<file path="config.mk">
export PLATFORM = sky130hd
export DESIGN_NAME = mwsm_div_stage
export DESIGN_NICKNAME = d
export VERILOG_FILES = /design/src/rtl/mwsm_pkg.sv /design/src/rtl/mwsm_div_stage.sv
export SDC_FILE = /design/constraint.sdc
export NUM_CORES = 1
export LEC_CHECK = 0
export BUFFER_PORTS_ARGS = -buffer_cell sky130_fd_sc_hd__buf_2
export CAP_MARGIN = 15
export CORE_ASPECT_RATIO = 1.75
export CORE_MARGIN = 1
export CORE_UTILIZATION = 25
export DETAILED_ROUTE_END_ITERATION = 10
export HOLD_SLACK_MARGIN = 0.15
export PLACE_DENSITY = 0.43
export SKIP_LAST_GASP = 1
export SYNTH_ARGS = -nofsm -noshare
export SYNTH_HDL_FRONTEND = slang
export SYNTH_SLANG_ARGS = --single-unit
</file>
<file path="constraint.sdc">
create_clock -name clock -period 4.9 [get_ports clock]
set_clock_uncertainty 0.05 [all_clocks]
set_input_delay 0.49 -clock clock [delete_from_list [all_inputs] [get_ports clock]]
set_output_delay 0.49 -clock clock [all_outputs]
set_load 0.005 [all_outputs]
</file>
<file path="src/rtl/mwsm_pkg.sv">
`default_nettype none
// ----------------------------------------------------------------------------
// Mecanum wheel speed mixer package
// Widths, types and constants shared by the mixer pipeline.
// ----------------------------------------------------------------------------
package mwsm_pkg;

   localparam int LIN_W      = 16;
   localparam int GAIN_W     = 16;
   localparam int SCALE_W    = 24;
   localparam int MAXV_W     = 10;
   localparam int CMD_W      = 11;
   localparam int PROD_W     = LIN_W + GAIN_W + 1;
   localparam int SUM_W      = PROD_W + 2;
   localparam int V_W        = SUM_W + SCALE_W;
   localparam int MAG_W      = 57;
   localparam int PP_W       = MAG_W + MAXV_W;
   localparam int QUO_W      = MAXV_W;
   localparam int FRAC_BITS  = 36;
   localparam int NUM_WHEELS = 4;
   localparam int CSR_ADDR_W = 2;
   localparam int CSR_DATA_W = 24;

   localparam logic [MAG_W-1:0] THRESH_MAG = MAG_W'(64'd6871947674);

   localparam logic [CSR_ADDR_W-1:0] CSR_LINEAR_GAIN    = 2'd0;
   localparam logic [CSR_ADDR_W-1:0] CSR_TURN_GAIN      = 2'd1;
   localparam logic [CSR_ADDR_W-1:0] CSR_VELOCITY_SCALE = 2'd2;
   localparam logic [CSR_ADDR_W-1:0] CSR_MAX_VELOCITY   = 2'd3;

   localparam logic [GAIN_W-1:0]  LINEAR_GAIN_RST    = 16'd8000;
   localparam logic [GAIN_W-1:0]  TURN_GAIN_RST      = 16'd1800;
   localparam logic [SCALE_W-1:0] VELOCITY_SCALE_RST = 24'd2732844;
   localparam logic [MAXV_W-1:0]  MAX_VELOCITY_RST   = 10'd265;

   localparam int WHEEL_FL = 0;
   localparam int WHEEL_FR = 1;
   localparam int WHEEL_RL = 2;
   localparam int WHEEL_RR = 3;

   typedef logic [MAG_W-1:0] mag_type;
   typedef mag_type [NUM_WHEELS-1:0] mag_vec_type;

   typedef struct packed {
      logic             valid;
      logic             scale;
      logic [MAG_W-1:0] max_mag;
   } ctl_type;

   typedef struct packed {
      logic              neg;
      logic [PP_W-1:0]   rem;
      logic [QUO_W-1:0]  quo;
      logic [MAXV_W-1:0] direct;
   } lane_type;

   typedef lane_type [NUM_WHEELS-1:0] lane_vec_type;

endpackage
`default_nettype wire

</file>
<file path="src/rtl/mwsm_div_stage.sv">
`default_nettype none
// ----------------------------------------------------------------------------
// Mixer divider stage
// One restoring division step for all four wheels, one quotient bit.
// ----------------------------------------------------------------------------
module mwsm_div_stage #(
   parameter int BIT = 0
) (
   input  wire logic                 clock,
   input  wire logic                 reset,
   input  wire logic                 enable,
   input  wire mwsm_pkg::ctl_type      in_ctl,
   input  wire mwsm_pkg::lane_vec_type in_lanes,
   output mwsm_pkg::ctl_type           out_ctl,
   output mwsm_pkg::lane_vec_type      out_lanes
);
   import mwsm_pkg::*;

   logic [PP_W-1:0] divisor;
   lane_vec_type    lanes_in, lanes_ff;
   ctl_type         ctl_ff;

   always_comb begin
      divisor  = PP_W'(in_ctl.max_mag) << BIT;
      lanes_in = in_lanes;
      for (int k = 0; k < NUM_WHEELS; k++) begin
         if (in_lanes[k].rem >= divisor) begin
            lanes_in[k].rem      = in_lanes[k].rem - divisor;
            lanes_in[k].quo[BIT] = 1'b1;
         end
      end
   end

   always_ff @(posedge clock) begin
      if (reset) begin
         ctl_ff.valid <= 1'b0;
      end else if (enable) begin
         ctl_ff.valid <= in_ctl.valid;
      end
      if (enable) begin
         ctl_ff.scale   <= in_ctl.scale;
         ctl_ff.max_mag <= in_ctl.max_mag;
      end
   end

   always_ff @(posedge clock) begin
      if (enable) begin
         lanes_ff <= lanes_in;
      end
   end

   assign out_ctl   = ctl_ff;
   assign out_lanes = lanes_ff;
endmodule
`default_nettype wire

</file>
## Word-level counts from Yosys, hierarchy flattened

Index checks and enable logic that the tools add are counted.

- Register bits: 411
- Latch bits: 0
- Bits in writable memories: 0
- ROM bits: 0
- Input bits: 414
- Output and inout bits: 411
- Word-level logic and storage cells: 35
- Memories kept: 0

- Add/subtract/negate cells: 4
- $mul: 0
- Div/mod/pow operators: 0
- $lt $le $gt $ge: 4
- Equal/unequal tests: 0
- Shift-type cells: 0
- Mux-type cells: 4
- Bitwise operators: 0
- Reductions and logical operators: 0

Operators by type and width:

| cell | number |
|---|---|
| >= comparator 67 x 57 -> 1 bit | 4 |
| 2-to-1 mux 67 bit | 4 |
| subtractor 67 x 57 -> 67 bit | 4 |

## Longest topological paths before layout

Gate-level depths: netlist of the first run.

- Depth in word-level cells: 2
- Gate-level depth with buffers: 15
- Depth with buffers taken out: 15

## Worst setup path after synthesis of the first run

OpenSTA, ideal clock, no wires.

- Path type: input-to-reg
- Start: input in_ctl[1] (netlist bit)
- End: register lanes_ff (netlist bit out_lanes[338]) (data pin)
- Arrival time: 3.506 ns
- Slack: 1.084 ns
- Cell stages on the path: 13
- Buffers on the path: 0
- Path through: inv_1 fa_1 a211oi_1 o21bai_1 a2111oi_0 o211a_1 o21ai_1 a21oi_2 o21ai_1 a221oi_2 o21ai_0 xor2_1 mux2_2

RTL lines:

| element | RTL line | RTL |
|---|---|---|
| start, declared | mwsm_div_stage.sv:12 | `input wire mwsm_pkg::ctl_type in_ctl,` |
| end signal, assigned | mwsm_div_stage.sv:48 | `lanes_ff <= lanes_in;` |
| end, declared | mwsm_div_stage.sv:20 | `lane_vec_type lanes_in, lanes_ff;` |

==> results of run 1 <==
cell type report:
cell class	instances	area, sq um
clock inverter	35	424
fill	12293	76900
inverter	121	454
antenna	12	30.0
timing repair buffer	1176	7510
tap	1512	1890
clock buffer	52	1220
multi-input combinational	2405	16200
sequential	411	12300
synthesized netlist by cell type (18+ instances only):
cell,n
nand2b_1,27
or3_1,18
nand3_1,56
and2_1,19
inv_1,121
nand4_1,74
xor2_1,104
nand2_1,176
ha_1,228
o21ai_0,131
o21bai_1,47
edfxtp_1,410
o21a_1,30
and3_1,27
nor3_1,32
clkbuf_1,103
buf_2,25
xnor2_1,152
nor4_1,27
a21o_1,160
o211ai_1,23
a31oi_1,33
a21oi_1,446
a211oi_1,20
nor2_1,313
mux2_2,42
nor2b_1,27
where the power goes:
| group | switching, mW | total [mW] | internal [mW] | leakage [nW] |
|---|---|---|---|---|
| registers | 0.170 | 4.63 | 4.46 | 4.02 |
| clock network | 1.62 | 3.85 | 2.23 | 0.799 |
| logic | 2.19 | 3.77 | 1.58 | 12.5 |
| total | 3.98 | 12.3 | 8.28 | 17.3 |
repair_timing:
| item | 4_1_cts | 5_1_grt |
|---|---|---|
| hold buffers | 250 | 0 |
| setup endpoints to repair | 0 | 2 |
| resized for setup | 0 | 1 |
| hold endpoints to repair | 249 | 0 |
per-stage QoR:
step / hold WS, ns / TNS, ns / cell area [sq um]
2_1_floorplan: 0.435 / 0 / 29500
3_3_place_gp: 0.426 / -0.474 / 35900
3_5_place_dp: 0.426 / -0.00600 / 35900
4_1_cts: 0.150 / 0 / 40000
5_1_grt: 0.176 / 0 / 40000
6_report: 0.191 / 0 / 40000
path summary, 6_finish.rpt:
check,startpoint,end,depth (start not counted)
setup / recovery,in_ctl[1],out_lanes[159],15
hold / removal,in_lanes[308],out_lanes[308],3
setup reg to reg,out_ctl[58],out_ctl[58],3
hold reg to reg,out_ctl[58],out_ctl[58],3
worst max-delay path, stage by stage:
cell,delay (ns)
dlygate4sd3_1,0.55
buf_2,0.13
inv_1,0.28
ha_1,0.33
nor2b_1,0.15
o31a_1,0.29
o311a_1,0.34
or3_1,0.45
a21boi_1,0.31
o21a_2,0.28
o21bai_2,0.12
a31oi_1,0.50
o41ai_1,0.22
xor2_1,0.18
mux2_2,0.29
per-layer routing:
layer,GRT usage,vias to the layer above
li1,-,13653
met1,0.252,13507
met2,0.443,1015
met3,0.0398,196
met4,0.0847,14
met5,0,-
cell families (layout without fill, tap and decap cells):
family                   Yosys count  after routing  synth area share
AO/OA/AOI/OAI                   1019           1019             0.216
AND/OR/NAND/NOR                  854            854             0.140
flip-flops                       411            411             0.418
buffers and inverters            263           1384            0.0346
XOR/XNOR                         256            256            0.0760
adder cells (fa/ha/maj)          232            232            0.0994
multiplexers                      44             44            0.0167
other                              0             12                 0
flip-flops by register name, indices dropped and copies added (netlist names):
register and count:
out_lanes 352, out_ctl 59
cell usage in the layout, fill, tap and decap left out, types with 47 or more instances in the layout:
cell type | Yosys | layout
edfxtp_1 | 410 | 410
buf_2 | 25 | 823
a21o_1 | 160 | 160
buf_4 | 0 | 93
dlygate4sd3_1 | 0 | 250
ha_1 | 228 | 228
nand3_1 | 56 | 56
nand2_1 | 176 | 176
a21oi_1 | 446 | 446
o21bai_1 | 47 | 47
inv_1 | 121 | 121
o21ai_0 | 131 | 131
xnor2_1 | 152 | 152
xor2_1 | 104 | 104
nor2_1 | 313 | 313
nand4_1 | 74 | 74
clkbuf_16 | 0 | 48
==> impl_metrics.tcl, run 1 <==
set metrics [dict create \
    run_status "complete, no violations" \
    peakVddDrop_v 0.000248 \
    ys_warn_count 0 \
    top_layer_used "met5" \
    synth-edff-count 410 \
    nets 4809 \
    synth_cell_types 92 \
    cts_tree "done" \
    pre_cts_slack_ns -0.00600 \
    grt_pass1_wl_mm 201 \
    drt-vias-per-instance 4.96 \
    cts_max_level 2 \
    core_area_sq_um 117000 \
    crit_required_ns 5.22 \
    drive_above_1_share 0.260 \
    crit_path_max_fanout 5 \
    wirelength_mm 145 \
    p_total_mw 12.3 \
    fin_cells 5724 \
    io_pins 825 \
    rsz0062_at_grt "false" \
    hold_violations 0 \
    cts.sinks 411 \
    rrSetupSlack_ns 3.72 \
    fin_crit_sh 0.936 \
    hold_class "primary input to flip-flop" \
    start_util 0.252 \
    maxCapViolCount 0 \
    synth-async-reset-ratio 0 \
    dp_hpwl_mm 122 \
    syn_area_sq_um 29500 \
    yosys_register_bits 411 \
    area_delta_synth_final_pct 35.7 \
    netlist_instances 3079 \
    rows 166 \
    setup_violations 0 \
    first_pass_iters 5 \
    period_minus_slack_ns 4.59 \
    ys_seq_area_frac 0.418 \
    drc_errors 0 \
    port_buffers 824 \
    startpoint_type "primary input" \
    clk_latency_ns 0.62 \
    synth_top_area_share 0.417 \
    wl_met1_mm 54.1 \
    cts.clk_slew.worst_paths_ns 0.06 \
    synth_top_area_cell "edfxtp_1" \
    grt_max_degree 94 \
    cts_buffers 48 \
    track_usage 0.233 \
    die_h_um 456 \
    die-width_um 262 \
    critPathArrivalTime_ns 4.91 \
    drt_iter0_drc 1828 \
    leakage_nw 17.3 \
    grt_overflow 0 \
    tightest_slew_ns 0.749 \
    final_util 0.342 \
    synth_top_flop_cell "edfxtp_1" \
    slew_headroom 0.501 \
    powerDensity_nw_per_um2 306 \
    wl_met3_mm 8.58 \
    gp_congestion 0.950 \
    vias 28385 \
    antenna_found_initial 34 \
    dr_wl_met2_mm 76.8 \
    cts_buffer_depth 3 \
    synth_nets 3725 \
    post_cts_buffers 0 \
    grt_pass1_vias 28630 \
    yosys-top-cells-area "edfxtp_1, ha_1, a21oi_1" \
    numPlacedInstances 5375 \
    syn_area_per_cell_sq_um 9.58 \
    crit_path_end_kind "flip-flop" \
    maxSlewViolCount 0 \
    avgRoutedWirePerCell_um 25.3 \
    clock.fmax_mhz 218 \
    ant_nets 0 \
    root_buffer "clkbuf_16" \
    setup_ws_ns 0.312 \
    die-area_sq_um 119000 \
    critPathKind "primary input to flip-flop" \
]
No activity file was read; power rests on OpenSTA's default activity.
==> run 2: changes to the inputs <==
- CORE_MARGIN: 1 -> 2
==> impl_metrics.tcl, run 2 (synthesis gave the netlist of run 1 again) <==
set metrics [dict create \
    grt_pass1_vias 28815 \
    seqPwrFrac 0.379 \
    maxSlewViolCount 0 \
    rrSetupSlack_ns 3.72 \
    nets 4823 \
    startpoint_type "primary input" \
    rr_endpoint "out_ctl[58]" \
    crit_path_start "in_ctl[14]" \
    post_cts_buffers 0 \
    p_sw_frac 0.324 \
    maxCapViolCount 0 \
    final_cell_mix "buf_2, a21oi_1, edfxtp_1" \
    hold_violations 0 \
    layout.cells.most_common "buf_2" \
    crit_chain "dlygate4sd3_1 > buf_2 > inv_1 > ha_1 > nand4_1 > nor2_1 > nand2_1 > a21oi_1 > o2111ai_1 > a2111oi_1 > o211ai_1 > and2_1 > o311ai_1 > buf_4 > nor2_1 > xor2_1" \
    avgRoutedWirePerCell_um 25.7 \
    critical_path.top_delay_family "compound AO/OA/AOI/OAI gates" \
    start_util 0.252 \
    cts_tree "done" \
    critPathArrivalTime_ns 4.98 \
    rsz0062_at_grt "false" \
    min_to "out_lanes[109]" \
    fin_crit_sh 0.954 \
    drt-vias-per-instance 4.94 \
    cpPeakStageDelay_ns 0.68 \
    intPower_mw 8.24 \
    p_sw_mw 3.95 \
    first_pass_iters 5 \
    area_delta_synth_final_pct 35.6 \
    die-area_sq_um 121000 \
    fillers 12329 \
    cts_max_level 2 \
    clock.fmax_mhz 214 \
    clk_latency_ns 0.59 \
    cts_buffers 47 \
    run_status "complete, no violations" \
    drt_iter0_drc 1721 \
    multi_input_area_sq_um 16200 \
    tightest_slew_ns 0.847 \
    core_area_sq_um 117000 \
    track_usage 0.234 \
    period_minus_slack_ns 4.67 \
    die_h_um 458 \
    grt_overflow 0 \
    hold_class "primary input to flip-flop" \
    setup_tns_ns 0 \
    critical_path_buf_inv_count 4 \
    peakVddDrop_v 0.000225 \
    die-width_um 264 \
    placed_cell_area_sq_um 36100 \
    hp-start "in_lanes[109]" \
    cts.clk_slew.worst_paths_ns 0.06 \
    leakage_nw 17.3 \
    drc_errors 0 \
    cts_buffer_depth 3 \
    postLayoutCellArea_sq_um 40000 \
    worst_hold_path.num_cells 2 \
    powerDensity_nw_per_um2 305 \
    dp_hpwl_mm 124 \
    largest_reg_flops 352 \
    grt_pass1_wl_mm 204 \
    area.sequential_sq_um 12300 \
    wirelength_mm 147 \
    path_common_cell "nor2_1" \
    setup_violations 0 \
    cp_slowest_cell "a2111oi_1" \
    clkPwrFrac 0.310 \
    io_pins 825 \
    rr_worst_depth 3 \
    drive_above_1_share 0.265 \
    crit_required_ns 5.21 \
    port_buffers 824 \
    critPathKind "primary input to flip-flop" \
    vias 28322 \
    gp_congestion 0.941 \
    crit_path_end_kind "flip-flop" \
    worstReg2RegStart "out_ctl[58]" \
    root_buffer "clkbuf_16" \
    grt_max_degree 88 \
    pwr-share-comb 0.311 \
    slew_headroom 0.435 \
    crit_path_max_fanout 6 \
    rows 166 \
    cts.sinks 411 \
    antenna_found_initial 34 \
    ant_nets 0 \
]
-- run 2: cell types whose count changed in the layout (fill, tap and decap cells not counted), moves of 2 or more --
cell,delta
inv_6,-4
buf_4,+36
clkinv_2,-4
clkinv_4,+4
diode_2,-6
clkbuf_1,+3
a2111oi_1,+2
a2111oi_0,-2
buf_12,-2
dlygate4sd3_1,-19
-- run 2: worst max-delay path by stage --
stage	depth (start not counted)	endpoint	slack, ns
2_1_floorplan	13	out_lanes[338]	1.08
3_3_place_gp	15	out_lanes[334]	0.12
3_5_place_dp	15	out_lanes[338]	0.13
4_1_cts	16	out_lanes[255]	0.27
5_1_grt	16	out_lanes[255]	0.04
6_report	16	out_lanes[255]	0.23
-- run 2: worst reg2reg max path, stage by stage, from the launching register on --
cell,delay [ns]
dfxtp_1,0.31
mux2i_1,0.12
nor2_1,0.05
dlygate4sd3_1,0.55
-- run 2: power groups by stage --
| stage | Combinational (mW) | Clock, mW | Sequential [mW] |
|---|---|---|---|
| floorplan | 1.83 | 0 | 4.71 |
| global placement | 3.67 | 0 | 4.69 |
| detailed placement | 3.65 | 0 | 4.69 |
| CTS | 3.83 | 3.92 | 4.63 |
| global route | 4.11 | 4.00 | 4.65 |
| finish | 3.79 | 3.78 | 4.62 |
-- run 2: metrics by stage --
stage,total power [mW],std cells,hold WS (ns),util,setup WS [ns]
finish,12.2,5728,0.195,0.342,0.228
global route,12.8,5725,0.175,0.342,0.0446
CTS,12.4,5722,0.151,0.342,0.274
detailed placement,8.34,5409,0.434,0.309,0.125
global placement,8.36,5409,0.435,0.309,0.123
floorplan,6.54,3079,0.435,-,1.08
-- run 2: routing by layer --
metal  track usage  wire, um  up-vias
li1              -         -    13692
met1         0.248     54500    13440
met2         0.443     77000      934
met3        0.0485      8880      220
met4        0.0950      6610       36
met5             0       235        -
-- run 2: repair_timing --
action | 4_1_cts | 5_1_grt
setup endpoints to repair | 0 | 2
hold buffers | 231 | 0
resized for setup | 0 | 2
hold endpoints to repair | 230 | 0
-- run 2: cell type report --
| cell class | instances | area share |
|---|---|---|
| Sequential cell | 411 | 0.308 |
| Clock inverter | 26 | 0.00798 |
| Inverter | 121 | 0.0114 |
| Antenna cell | 6 | 0.000375 |
| Tap cell | 1512 | 0.0473 |
| Clock buffer | 56 | 0.0313 |
| Multi-Input combinational cell | 2405 | 0.405 |
| Timing Repair Buffer | 1191 | 0.189 |
